## config.mk

```make
export PLATFORM = sky130hd
export DESIGN_NAME = circular_index_array_list_unit
export DESIGN_NICKNAME = d
export VERILOG_FILES = /design/src/hdl/cial_pkg.sv /design/src/hdl/cial_ram.sv /design/src/hdl/cial_slot_map.sv /design/src/hdl/circular_index_array_list_unit.sv
export SDC_FILE = /design/constraint.sdc
export NUM_CORES = 1
export LEC_CHECK = 0
export ABC_AREA = 1
export BUFFER_PORTS_ARGS = -buffer_cell sky130_fd_sc_hd__buf_2
export CAP_MARGIN = 40
export CORE_MARGIN = 2
export CORE_UTILIZATION = 24
export CTS_CLUSTER_SIZE = 25
export DETAILED_ROUTE_END_ITERATION = 12
export PLACE_DENSITY = 0.49
export SYNTH_ARGS = -nofsm -noshare
export SYNTH_HDL_FRONTEND = slang
export SYNTH_SLANG_ARGS = --single-unit
```

## constraint.sdc

```tcl
create_clock -name clk -period 8.24 [get_ports clk]
set_input_delay 0.412 -clock clk [delete_from_list [all_inputs] [get_ports clk]]
set_output_delay 0.412 -clock clk [all_outputs]
set_load 0.005 [all_outputs]
```

## src/hdl/cial_pkg.sv

```systemverilog
// shared types and constants of the circular index point list
package cial_pkg;

  localparam int CAPACITY = 8;
  localparam int IDX_W    = $clog2(CAPACITY);
  localparam int CNT_W    = $clog2(CAPACITY + 1);
  localparam int POS_W    = 16;
  localparam int COORD_W  = 32;
  localparam int ENT_W    = 4;

  typedef enum logic [1:0] {
    KIND_INSERT = 2'd0,
    KIND_DELETE = 2'd1,
    KIND_GET    = 2'd2,
    KIND_SET    = 2'd3
  } kind_t;

  typedef enum logic [1:0] {
    ST_DONE  = 2'd0,
    ST_FULL  = 2'd1,
    ST_EMPTY = 2'd2
  } status_t;

  typedef enum logic [2:0] {
    S_IDLE,
    S_MAP,
    S_MOVE_RD,
    S_MOVE_WR,
    S_PUT,
    S_GET_RD,
    S_GET_WAIT,
    S_RESP
  } state_t;

  typedef struct packed {
    logic [COORD_W-1:0] x;
    logic [COORD_W-1:0] y;
    logic [COORD_W-1:0] z;
  } point_t;

  // request to the slot mapping unit
  typedef struct packed {
    logic             start;
    logic             neg;
    logic [POS_W-1:0] mag;
    logic [CNT_W-1:0] n;
  } map_req_t;

  // answer from the slot mapping unit
  typedef struct packed {
    logic             done;
    logic [IDX_W-1:0] slot;
  } map_rsp_t;

endpackage

```

## src/hdl/cial_ram.sv

```systemverilog
// generic single write, single read ram with registered read data
module cial_ram #(
  parameter int WIDTH  = 96,
  parameter int DEPTH  = 8,
  parameter int ADDR_W = $clog2(DEPTH)
) (
  input  logic              clk,
  input  logic              wr_en,
  input  logic [ADDR_W-1:0] wr_addr,
  input  logic [WIDTH-1:0]  wr_data,
  input  logic              rd_en,
  input  logic [ADDR_W-1:0] rd_addr,
  output logic [WIDTH-1:0]  rd_data
);

  logic [WIDTH-1:0] mem [DEPTH];

  // write port
  always_ff @(posedge clk) begin
    if (wr_en) begin
      mem[wr_addr] <= wr_data;
    end
  end

  // read port
  always_ff @(posedge clk) begin
    if (rd_en) begin
      rd_data <= mem[rd_addr];
    end
  end

endmodule

```

## src/hdl/cial_slot_map.sv

```systemverilog
// bit-serial modulo unit that maps a signed position onto a live slot
module cial_slot_map (
  input  logic              clk,
  input  logic              rst,
  input  cial_pkg::map_req_t req,
  output cial_pkg::map_rsp_t rsp
);
  import cial_pkg::*;

  localparam int STEP_W = $clog2(POS_W);

  logic              busy;
  logic              done;
  logic              neg;
  logic [CNT_W-1:0]  n;
  logic [CNT_W-1:0]  rem;
  logic [CNT_W-1:0]  rem_next;
  logic [POS_W-1:0]  dvd;
  logic [STEP_W-1:0] step;
  logic [CNT_W:0]    trial;
  logic [CNT_W-1:0]  slot_full;

  // one restoring step: shift in the next dividend bit, subtract if it fits
  always_comb begin
    trial = {rem, dvd[POS_W-1]};
    if (trial >= {1'b0, n}) begin
      rem_next = CNT_W'(trial - {1'b0, n});
    end else begin
      rem_next = trial[CNT_W-1:0];
    end
  end

  // iteration control
  always_ff @(posedge clk) begin
    if (rst) begin
      busy <= 1'b0;
      done <= 1'b0;
    end else begin
      if (req.start) begin
        busy <= 1'b1;
        done <= 1'b0;
      end else if (busy && step == STEP_W'(POS_W - 1)) begin
        busy <= 1'b0;
        done <= 1'b1;
      end else begin
        done <= 1'b0;
      end
    end
  end

  // datapath
  always_ff @(posedge clk) begin
    if (req.start) begin
      rem  <= '0;
      dvd  <= req.mag;
      neg  <= req.neg;
      n    <= req.n;
      step <= '0;
    end else if (busy) begin
      rem  <= rem_next;
      dvd  <= {dvd[POS_W-2:0], 1'b0};
      step <= step + 1'b1;
    end
  end

  // negative positions count back from the end, a multiple of n lands on slot 0
  always_comb begin
    if (neg && rem != '0) begin
      slot_full = n - rem;
    end else begin
      slot_full = rem;
    end
  end

  assign rsp.done = done;
  assign rsp.slot = slot_full[IDX_W-1:0];

endmodule

```

## src/hdl/circular_index_array_list_unit.sv

```systemverilog
// top level of the circular index point list
// A bounded list of up to CAPACITY points held in one ram of whole points.
// Requests are handled one at a time. A refused request (insert into a full
// list, any other kind on an empty list) goes straight to the result state.
// Every other request first maps its position through a bit-serial modulo unit
// that works through the position bits one at a time. Get then reads the slot
// in a read state and a wait state for the registered ram read, set writes it
// in the put state, and insert and delete move each shifted entry with a read
// state and a write state through the single ram port pair; insert then puts
// the new point. Insert into an empty list skips the mapping. The result sits
// in an output register, so the next request is accepted while it waits to be
// taken.
module circular_index_array_list_unit (
  input  logic                                 clk,
  input  logic                                 rst,
  input  logic                                 in_valid,
  output logic                                 in_ready,
  input  logic [1:0]                           kind,
  input  logic signed [cial_pkg::POS_W-1:0]    position,
  input  logic signed [cial_pkg::COORD_W-1:0]  coord_x,
  input  logic signed [cial_pkg::COORD_W-1:0]  coord_y,
  input  logic signed [cial_pkg::COORD_W-1:0]  coord_z,
  output logic                                 out_valid,
  input  logic                                 out_ready,
  output logic signed [cial_pkg::COORD_W-1:0]  read_x,
  output logic signed [cial_pkg::COORD_W-1:0]  read_y,
  output logic signed [cial_pkg::COORD_W-1:0]  read_z,
  output logic [1:0]                           status,
  output logic [cial_pkg::ENT_W-1:0]           entries
);
  import cial_pkg::*;

  state_t           state;
  state_t           state_next;
  logic [CNT_W-1:0] count;
  logic [CNT_W-1:0] count_next;
  logic [1:0]       op_kind;
  point_t           op_point;
  logic [IDX_W-1:0] slot;
  logic [IDX_W-1:0] cursor;
  point_t           res_point;
  logic [1:0]       res_status;

  logic             accept;
  logic             full;
  logic             empty;
  logic             more;
  logic             resp_load;
  logic [POS_W-1:0] mag;
  logic             map_start;

  map_req_t         map_req;
  map_rsp_t         map_rsp;

  logic             wr_en;
  logic [IDX_W-1:0] wr_addr;
  point_t           wr_data;
  logic             rd_en;
  logic [IDX_W-1:0] rd_addr;
  point_t           rd_data;

  assign accept    = in_valid && in_ready;
  assign full      = count >= CNT_W'(CAPACITY);
  assign empty     = count == '0;
  assign resp_load = (state == S_RESP) && (!out_valid || out_ready);

  // another entry to shift: upward for insert, downward for delete
  always_comb begin
    if (op_kind == KIND_INSERT) begin
      more = cursor > slot;
    end else begin
      more = (CNT_W'(cursor) + 1'b1) < count;
    end
  end

  // magnitude of the position for the modulo unit
  assign mag = position[POS_W-1] ? POS_W'(~position + 1'b1) : POS_W'(position);

  assign map_req = '{start: map_start, neg: position[POS_W-1], mag: mag, n: count};

  cial_slot_map u_map (
    .clk (clk),
    .rst (rst),
    .req (map_req),
    .rsp (map_rsp)
  );

  cial_ram #(
    .WIDTH ($bits(point_t)),
    .DEPTH (CAPACITY)
  ) u_ram (
    .clk     (clk),
    .wr_en   (wr_en),
    .wr_addr (wr_addr),
    .wr_data (wr_data),
    .rd_en   (rd_en),
    .rd_addr (rd_addr),
    .rd_data (rd_data)
  );

  // next state
  always_comb begin
    state_next = state;
    unique case (state)
      S_IDLE: begin
        if (accept) begin
          if (kind == KIND_INSERT) begin
            if (full) begin
              state_next = S_RESP;
            end else if (empty) begin
              state_next = S_PUT;
            end else begin
              state_next = S_MAP;
            end
          end else if (empty) begin
            state_next = S_RESP;
          end else begin
            state_next = S_MAP;
          end
        end
      end
      S_MAP: begin
        if (map_rsp.done) begin
          unique case (op_kind)
            KIND_INSERT, KIND_DELETE: state_next = S_MOVE_RD;
            KIND_GET:                 state_next = S_GET_RD;
            default:                  state_next = S_PUT;
          endcase
        end
      end
      S_MOVE_RD: begin
        if (more) begin
          state_next = S_MOVE_WR;
        end else if (op_kind == KIND_INSERT) begin
          state_next = S_PUT;
        end else begin
          state_next = S_RESP;
        end
      end
      S_MOVE_WR:  state_next = S_MOVE_RD;
      S_PUT:      state_next = S_RESP;
      S_GET_RD:   state_next = S_GET_WAIT;
      S_GET_WAIT: state_next = S_RESP;
      S_RESP: begin
        if (resp_load) begin
          state_next = S_IDLE;
        end
      end
      default:    state_next = S_IDLE;
    endcase
  end

  // control outputs and ram access
  always_comb begin
    in_ready  = 1'b0;
    map_start = 1'b0;
    rd_en     = 1'b0;
    rd_addr   = slot;
    wr_en     = 1'b0;
    wr_addr   = cursor;
    wr_data   = rd_data;
    unique case (state)
      S_IDLE: begin
        in_ready  = 1'b1;
        map_start = in_valid && !empty && !(kind == KIND_INSERT && full);
      end
      S_MOVE_RD: begin
        rd_en   = more;
        rd_addr = (op_kind == KIND_INSERT) ? cursor - 1'b1 : cursor + 1'b1;
      end
      S_MOVE_WR: begin
        wr_en = 1'b1;
      end
      S_PUT: begin
        wr_en   = 1'b1;
        wr_addr = slot;
        wr_data = op_point;
      end
      S_GET_RD: begin
        rd_en = 1'b1;
      end
      default: begin
      end
    endcase
  end

  // count after the request
  always_comb begin
    count_next = count;
    if (res_status == ST_DONE) begin
      if (op_kind == KIND_INSERT) begin
        count_next = count + 1'b1;
      end else if (op_kind == KIND_DELETE) begin
        count_next = count - 1'b1;
      end
    end
  end

  // control registers
  always_ff @(posedge clk) begin
    if (rst) begin
      state     <= S_IDLE;
      count     <= '0;
      out_valid <= 1'b0;
    end else begin
      state <= state_next;
      if (resp_load) begin
        count     <= count_next;
        out_valid <= 1'b1;
      end else if (out_ready) begin
        out_valid <= 1'b0;
      end
    end
  end

  // request datapath
  always_ff @(posedge clk) begin
    if (accept) begin
      op_kind    <= kind;
      op_point   <= '{x: coord_x, y: coord_y, z: coord_z};
      slot       <= '0;
      res_point  <= '0;
      if (kind == KIND_INSERT && full) begin
        res_status <= ST_FULL;
      end else if (kind != KIND_INSERT && empty) begin
        res_status <= ST_EMPTY;
      end else begin
        res_status <= ST_DONE;
      end
    end
    if (state == S_MAP && map_rsp.done) begin
      slot <= map_rsp.slot;
      if (op_kind == KIND_INSERT) begin
        cursor <= count[IDX_W-1:0];
      end else begin
        cursor <= map_rsp.slot;
      end
    end
    if (state == S_MOVE_WR) begin
      if (op_kind == KIND_INSERT) begin
        cursor <= cursor - 1'b1;
      end else begin
        cursor <= cursor + 1'b1;
      end
    end
    if (state == S_GET_WAIT) begin
      res_point <= rd_data;
    end
  end

  // result register
  always_ff @(posedge clk) begin
    if (resp_load) begin
      read_x  <= res_point.x;
      read_y  <= res_point.y;
      read_z  <= res_point.z;
      status  <= res_status;
      entries <= ENT_W'(count_next);
    end
  end

  // the list never holds more than its capacity
  a_count_bound: assert property (@(posedge clk) disable iff (rst)
    count <= CNT_W'(CAPACITY))
    else $error("point count above capacity");

  // writes stay inside the live list plus the slot an insert opens
  a_write_range: assert property (@(posedge clk) disable iff (rst)
    wr_en |-> CNT_W'(wr_addr) <= count)
    else $error("ram write beyond the list");

  // the modulo unit only finishes while a mapping is awaited
  a_map_done: assert property (@(posedge clk) disable iff (rst)
    map_rsp.done |-> state == S_MAP)
    else $error("slot map finished outside mapping");

  // an accepted request blocks the input until its result is formed
  a_one_at_a_time: assert property (@(posedge clk) disable iff (rst)
    accept |=> !in_ready)
    else $error("request accepted while another is in flight");

endmodule

```

==> summary.md, run 1 <==
| Metric | Value |
|---|---|
| Overflow after GRT | 0 |
| # IOs | 222 |
| Final setup fails | 0 |
| Leading area contributor after synthesis | edfxtp_1 |
| Layout Cells excl Fill | 7361 |
| WP data arrival | ~4.2 ns |
| Adder-Cell Fraction of Synth Area | 0.536% |
| Netlist cell types | 34 |
| Post-Synthesis Cell Area | 48600 um^2 |
| Initial antenna violation count | 12 |
| Drt total wl | 124 mm |
| Register area | 36100 um^2 |
| CTS root buffer | clkbuf_16 |
| Vias in the first global route | 29100 |
| Largest net degree at the start of global routing | between 150 and 200 |
| Die Ht | approximately 450 um |
| Slew margin rel. | between 30% and 40% |
| Top cell type's share of synthesized area | approximately 73% |
| Dpl hpwl | 72.3 mm |
| Die area | 206000 um^2 |
| Clock Skews | between 0.02 and 0.03 ns |
| Post-Route Setup TNS | 0 ns |
| GR Util All Layers | 11.9% |
| Post-Synthesis Cells | approximately 4300 |
| Clock Latency Late Sink | 0.73 ns |
| Max_cap viols | 0 |
| CTS tree | built |
| Layout cells sized above 1 | between 10 and 15% |
| Min-Delay Path Class | in2reg |
| Worst slew pin tran | 0.958 ns |
| DRC | 0 |
| Vias per cell | 4.03 |
| Period utilization | 43.6% |
| Fmax | 278 MHz |
| First drt pass iteration count | 5 |
| Average routed wire per standard cell | 16.9 um |
| Die W | 454 um |
| Crit path required time | 8.82 ns |
| H-tree depth | 3 |
| Area grow syn2layout | 19.5% |
| Mapped Nets | 4410 |
| Rows | 165 |
| CTS Sinks | 1207 |
| XOR/XNOR share of the synthesized area | less than 1% |
| Crit path kind | reg2reg |
| CP Capture Type | register |
| Synth warn | 0 |
| Placed insts | 7053 |
| Outcome | completed |
| Vias | 29700 |
| Clock-pin slew on the worst setup and hold paths | 0.07 ns |
| LEAKAGE | 23.3 nW |
| Num CTS Buffers | 113 |
| CP Max Fanout | 80 |
| Core Area | 202000 um^2 |
| Sequential area share after synthesis | roughly three quarters |
| Multi-input logic area | between 10000 and 15000 um^2 |
| Synth top area cells | edfxtp_1, nand2_1, inv_1 |
| Port bufs | 221 |
| Min Clock Period, post-route | 3.59 ns |
| Pwr/cell area | 338 nW/um^2 |
| Largest family of logic cells by synthesized area | simple AND/OR/NAND/NOR gates |
| Setup bufs post-CTS | 0 |
| Post-Route Hold Slack | 0.0631 ns |
| DR iter-0 viols | between 1500 and 2000 |
| Compound-gate portion of the synthesized area | 2.77% |
| # nets final | 4733 |
| First-pass GRT wire length | 186 mm |
| Final Cell Area | 58100 um^2 |
| # fillers | 20600 |
| Syn_area_per_cell | 11.4 um^2 |
| CTS max path bufs | 3 |
| RSZ-0062 raised after global routing | no |
| Hold Fails Final Rpt | 0 |
| Final slew viol count | 0 |
| Flops & latches, synth | 1207 |
| Synth Area in Simple Gates | between 10% and 20% |
| Mux contribution to synthesized area | 0% |
| Initial Util | 24.1% |
| Placed instance area | 53200 um^2 |
| Placer Congestion | between 0.7 and 0.8 |
| Worst setup SP type | register |
| Post-route ant nets | 0 |
| Peak supply drop | 0.000267 V |
path summary, 6_finish.rpt:
| kind | from | to | slack (ns) | cells past startpoint |
|---|---|---|---|---|
| setup / recovery | op_kind[0] | u_ram.rd_data[82] | 4.65 | 12 |
| hold / removal | out_ready | state[2] | 0.06 | 4 |
| setup reg to reg | op_kind[0] | u_ram.rd_data[82] | 4.65 | 12 |
| hold reg to reg | res_point[23] | read_z[23] | 0.42 | 0 |
through the flow:
step                setup slack, ns  utilization (%)  power (W)
floorplan                      1.93                -     0.0124
global placement               4.16             26.1     0.0141
detailed placement             4.61             26.4     0.0144
CTS                            4.59             28.8     0.0200
global route                   4.39             28.8     0.0208
finish                         4.65             28.8     0.0196
timing repair:
| item | in CTS | in global routing |
|---|---|---|
| hold buffers | 100 | 0 |
| endpoints found under the hold margin | 104 | 0 |
| gates resized for setup | 0 | 0 |
| setup endpoints to repair | 0 | 0 |
worst max-delay path: stages (launching register included):
cell and delay, ns:
edfxtp_1 0.47, nor2_4 0.25, fa_1 0.45, inv_1 0.14, o21ai_4 0.11, buf_12 0.18, inv_6 0.23, buf_16 0.39
buf_4 0.68, nand3_1 0.18, nand2_1 0.10, nand2_1 0.05, nand2_1 0.08
power by group:
part / internal [W] / switching (W) / leakage [nW]
Clock: 0.00320 / 0.00231 / 1.86
Sequential: 0.00849 / 0.000289 / 11.0
Combinational: 0.00138 / 0.00398 / 10.4
Total: 0.0131 / 0.00658 / 23.3
synth_stat cells:
library cell     n
a211oi_1         2
a21oi_1        114
a31oi_1          3
and3_1           1
buf_1           18
buf_2           88
buf_4            5
buf_6           11
clkbuf_1        61
dfxtp_1         18
edfxtp_1      1189
fa_1             3
ha_1            16
inv_1          453
inv_2            5
nand2_1       1742
nand2_2          2
nand3_1        125
nand3b_1         1
nand4_1          3
nor2_1         249
nor2_4           1
nor3_1           6
o2111ai_1        1
o211ai_1         4
o21a_1           3
o21ai_0        128
o21ai_1          2
o21ai_2          1
o22ai_1          2
o31ai_1          1
or2_2            2
xnor2_1          2
xor2_1          11
cells by family after synthesis:
| kind of cell | after synthesis |
|---|---|
| adder cells (fa/ha/maj) | 19 |
| AND/OR/NAND/NOR | 2132 |
| flip-flops | 1207 |
| XOR/XNOR | 13 |
| buffers and inverters | 641 |
| AO/OA/AOI/OAI | 261 |
per-layer routing:
| layer | part of all wire, % | track usage, % | vias to the layer above | wire [um] |
|---|---|---|---|---|
| met5 | 0.083 | 0 | - | 103 |
| met4 | 2.1 | 3.45 | 18 | 2580 |
| met3 | 3.3 | 1.48 | 153 | 4160 |
| met2 | 52 | 21.7 | 428 | 64300 |
| met1 | 43 | 14.6 | 14500 | 53200 |
| li1 | - | - | 14600 | - |
cell usage in the layout (no fill, tap or decap), types with 4 or more instances in the layout:
cell           synthesis  layout
clkinv_1               0      24
nand2_4                0       4
o211ai_1               4       4
buf_12                 0      13
dfxtp_1               18      18
a21oi_1              114     114
clkbuf_1              61      24
dlygate4sd3_1          0     100
buf_16                 0      12
nor2_4                 1      10
ha_1                  16      16
nand2_1             1742    1739
o21ai_0              128     127
nor2_1               249     240
clkbuf_16              0     116
nor3_1                 6       6
buf_2                 88     221
clkinv_2               0       9
xor2_1                11      11
buf_4                  5      45
inv_6                  0       6
bufinv_16              0      20
nand3_1              125     125
edfxtp_1            1189    1189
inv_1                453     451
clkinvlp_4             0       5
flip-flops by register name, summed over array words and instances, names as in the netlist, 4 cells and up:
signal / cells
res_point: 96
read_x: 32
read_y: 32
entries: 4
u_ram.mem: 768
u_ram.rd_data: 96
op_point: 96
read_z: 32
u_map.n: 4
u_map.dvd: 16
count: 4
u_map.rem: 4
u_map.step: 4
final cells by class:
class | count | share of cell area [%]
antenna | 2 | 0.00861
clock buffer | 140 | 5.15
clock inverter | 66 | 1.50
inverter | 458 | 2.99
multi-input combinational | 2425 | 17.3
sequential | 1207 | 62.1
tap | 2672 | 5.75
timing repair buffer | 391 | 5.22
No activity file was read; power rests on OpenSTA's default activity.
==> run 2: changes to the inputs <==
Settings changed: PLACE_DENSITY 0.49 to 0.48.
Clock period 8.24 ns to 3.6 ns, I/O delays scaled along.
==> run 2 against run 1 <==
Count of clock-buffer cells in the layout up 3. Via count grew 0.32%. Combinational power rose by 130%. Non-clock buffer count grew 31. Sequential cell count unchanged. Cell count is 0.52% higher. Sequential power is 130% higher. Sequential share of layout area shrank 0.32 points. Maximum frequency increased by 30%. Clock skew up 0.010 ns. Wire length decreased by 0.32%. Critical endpoint is now u_ram.mem[7][35].
==> summary.md, run 2 (synthesized netlist as in run 1, its figures left out) <==
| Metric | Value |
|---|---|
| First-pass GRT wire length | 186 mm (-0.16%) |
| H-tree depth | 3 (unchanged) |
| Outcome | completed |
| Clock power share | 27.1% (-0.9 points) |
| Placer Congestion | 0.753 (-0.32%) |
| Die Ht | 454 um (unchanged) |
| WP data arrival | 3.16 ns (-1.01 ns) |
| Commonest non-fill, non-tap cells in the layout | nand2_1, edfxtp_1, inv_1 |
| Setup bufs post-CTS | 0 (unchanged) |
| Period utilization | 76.9% (+33 points) |
| Post-Route Setup TNS | 0 ns (unchanged) |
| # IOs | 222 (unchanged) |
| Post-CTS Resized | 0 (unchanged) |
| DR iter-0 viols | 1874 (+5.4%) |
| Pwr/cell area | 759 nW/um^2 (+120%) |
| CTS tree | built |
| CP Capture Type | register |
| # nets final | 4767 (+0.72%) |
| Placed insts | 7059 (+0.085%) |
| Logic pwr share | 27.7% (+0.4 points) |
| Largest net degree at the start of global routing | 131 (-29%) |
| Max_cap viols | 0 (unchanged) |
| Post-route ant nets | 0 (unchanged) |
| Clock-pin slew on the worst setup and hold paths | 0.07 ns (about the same) |
| Clock Skews | 0.0388 ns (+0.0102 ns) |
| Min-Delay Path Class | in2reg |
| LEAKAGE | 23.4 nW (+0.55%) |
| Hold Fails Final Rpt | 0 (unchanged) |
| Fmax | 361 MHz (+30%) |
| Final slew viol count | 0 (unchanged) |
| Most common cell after layout, fill and taps aside | nand2_1 |
| Clock Latency Late Sink | 0.74 ns (about the same) |
| Final setup fails | 0 (unchanged) |
| Switch share | 33.8% (+0.29 points) |
| Initial antenna violation count | 10 (-2) |
| Num CTS Buffers | 116 (+2.7%) |
| Dpl hpwl | 69.7 mm (-3.5%) |
| Slew margin rel. | 41.2% (+5.1 points) |
| Min Clock Period, post-route | 2.77 ns (-0.823 ns) |
| Pwr Total | 0.0443 W (+130%) |
| Internal | 0.0293 W (+120%) |
| Worst slew pin tran | 0.881 ns (-0.0763 ns) |
| Core Area | 202000 um^2 (unchanged) |
| Crit path required time | 3.99 ns (-4.83 ns) |
| GR Util All Layers | 11.9% (about the same) |
| Average routed wire per standard cell | 16.8 um (-0.83%) |
| Largest Register | u_ram.mem |
| Area grow syn2layout | 20.2% |
| Port bufs | 221 (unchanged) |
| Drt total wl | 124 mm (-0.32%) |
| Hold-fix buffers at CTS | 125 (+25%) |
| Vias | 29800 (+0.32%) |
| Overflow after GRT | 0 (unchanged) |
| Die W | 454 um (unchanged) |
| CTS root buffer | clkbuf_16 |
| Die area | 206000 um^2 (unchanged) |
| DRC | 0 (unchanged) |
| Crit path kind | reg2reg |
| Rows | 165 (unchanged) |
| Layout Cells excl Fill | 7399 (+0.52%) |
| P_sw | 0.0150 W (+130%) |
| Worst setup SP type | register |
| Layout cells sized above 1 | 10.3% (+0.11 points) |
| First drt pass iteration count | 6 (+1) |
| Vias per cell | 4.02 (-0.20%) |
| Initial Util | 24.1% (unchanged) |
| CP Max Fanout | 30 (-63%) |
| Vias in the first global route | 29200 (+0.14%) |
| CTS Sinks | 1207 (unchanged) |
| RSZ-0062 raised after global routing | no |
| Max reg flops | 768 (unchanged) |
| # fillers | 20600 (-0.23%) |
| CTS max path bufs | 3 (unchanged) |
| Reg power frac | 45.2% (+0.5 points) |
| Post-Route Hold Slack | 0.150 ns (+0.0873 ns) |
| Peak supply drop | 0.000757 V (+180%) |
run 2: stage by stage:
stage,cell area [um^2],worst slack (ns),utilization [%]
3_5_place_dp,53500,0.800,26.5
2_1_floorplan,48600,-0.444,-
3_3_place_gp,53500,0.846,26.5
6_report,58400,0.832,29.0
5_1_grt,58400,0.649,29.0
4_1_cts,58400,0.788,29.0
run 2: worst paths after layout:
| path | from | endpoint | slack [ns] | cells after the start |
|---|---|---|---|---|
| max reg2reg | state[0] | u_ram.mem[7][35] | 0.83 | 6 |
| max | state[0] | u_ram.mem[7][35] | 0.83 | 6 |
| min reg2reg | res_point[95] | read_x[31] | 0.41 | 0 |
| min | coord_y[30] | op_point[62] | 0.15 | 2 |
run 2: layout make-up:
type / count / area (um^2) / area share [%]
clock inverter: 71 / 628 / 1.08
multi-input combinational: 2425 / 10000 / 17.2
timing repair buffer: 422 / 3530 / 6.04
sequential: 1207 / 36100 / 61.8
inverter: 458 / 1740 / 2.98
antenna: 1 / 2.50 / 0.00429
tap: 2672 / 3340 / 5.73
clock buffer: 143 / 3050 / 5.22
run 2: critical path, cell delays in order, from the launching register on:
cell and delay, ns:
dfxtp_1 0.37, nor2_1 0.25, nand2_4 0.25, o21ai_0 0.31, nand2_1 0.30, nor2_4 0.63
buf_12 0.33
run 2: layer usage:
metal	track usage, %	vias to the layer above	part of all wire (%)
met5	0	-	0.093
met4	3.73	16	2.2
met3	1.52	165	3.7
met2	20.7	498	50
met1	15.2	14400	44
li1	-	14700	-
run 2: power by group through the flow:
stage,registers [W],logic (W),clock network [W]
floorplan,0.0202,0.00806,0
global route,0.0202,0.0140,0.0129
detailed placement,0.0204,0.0124,0
CTS,0.0201,0.0126,0.0124
global placement,0.0203,0.0123,0
finish,0.0200,0.0123,0.0120
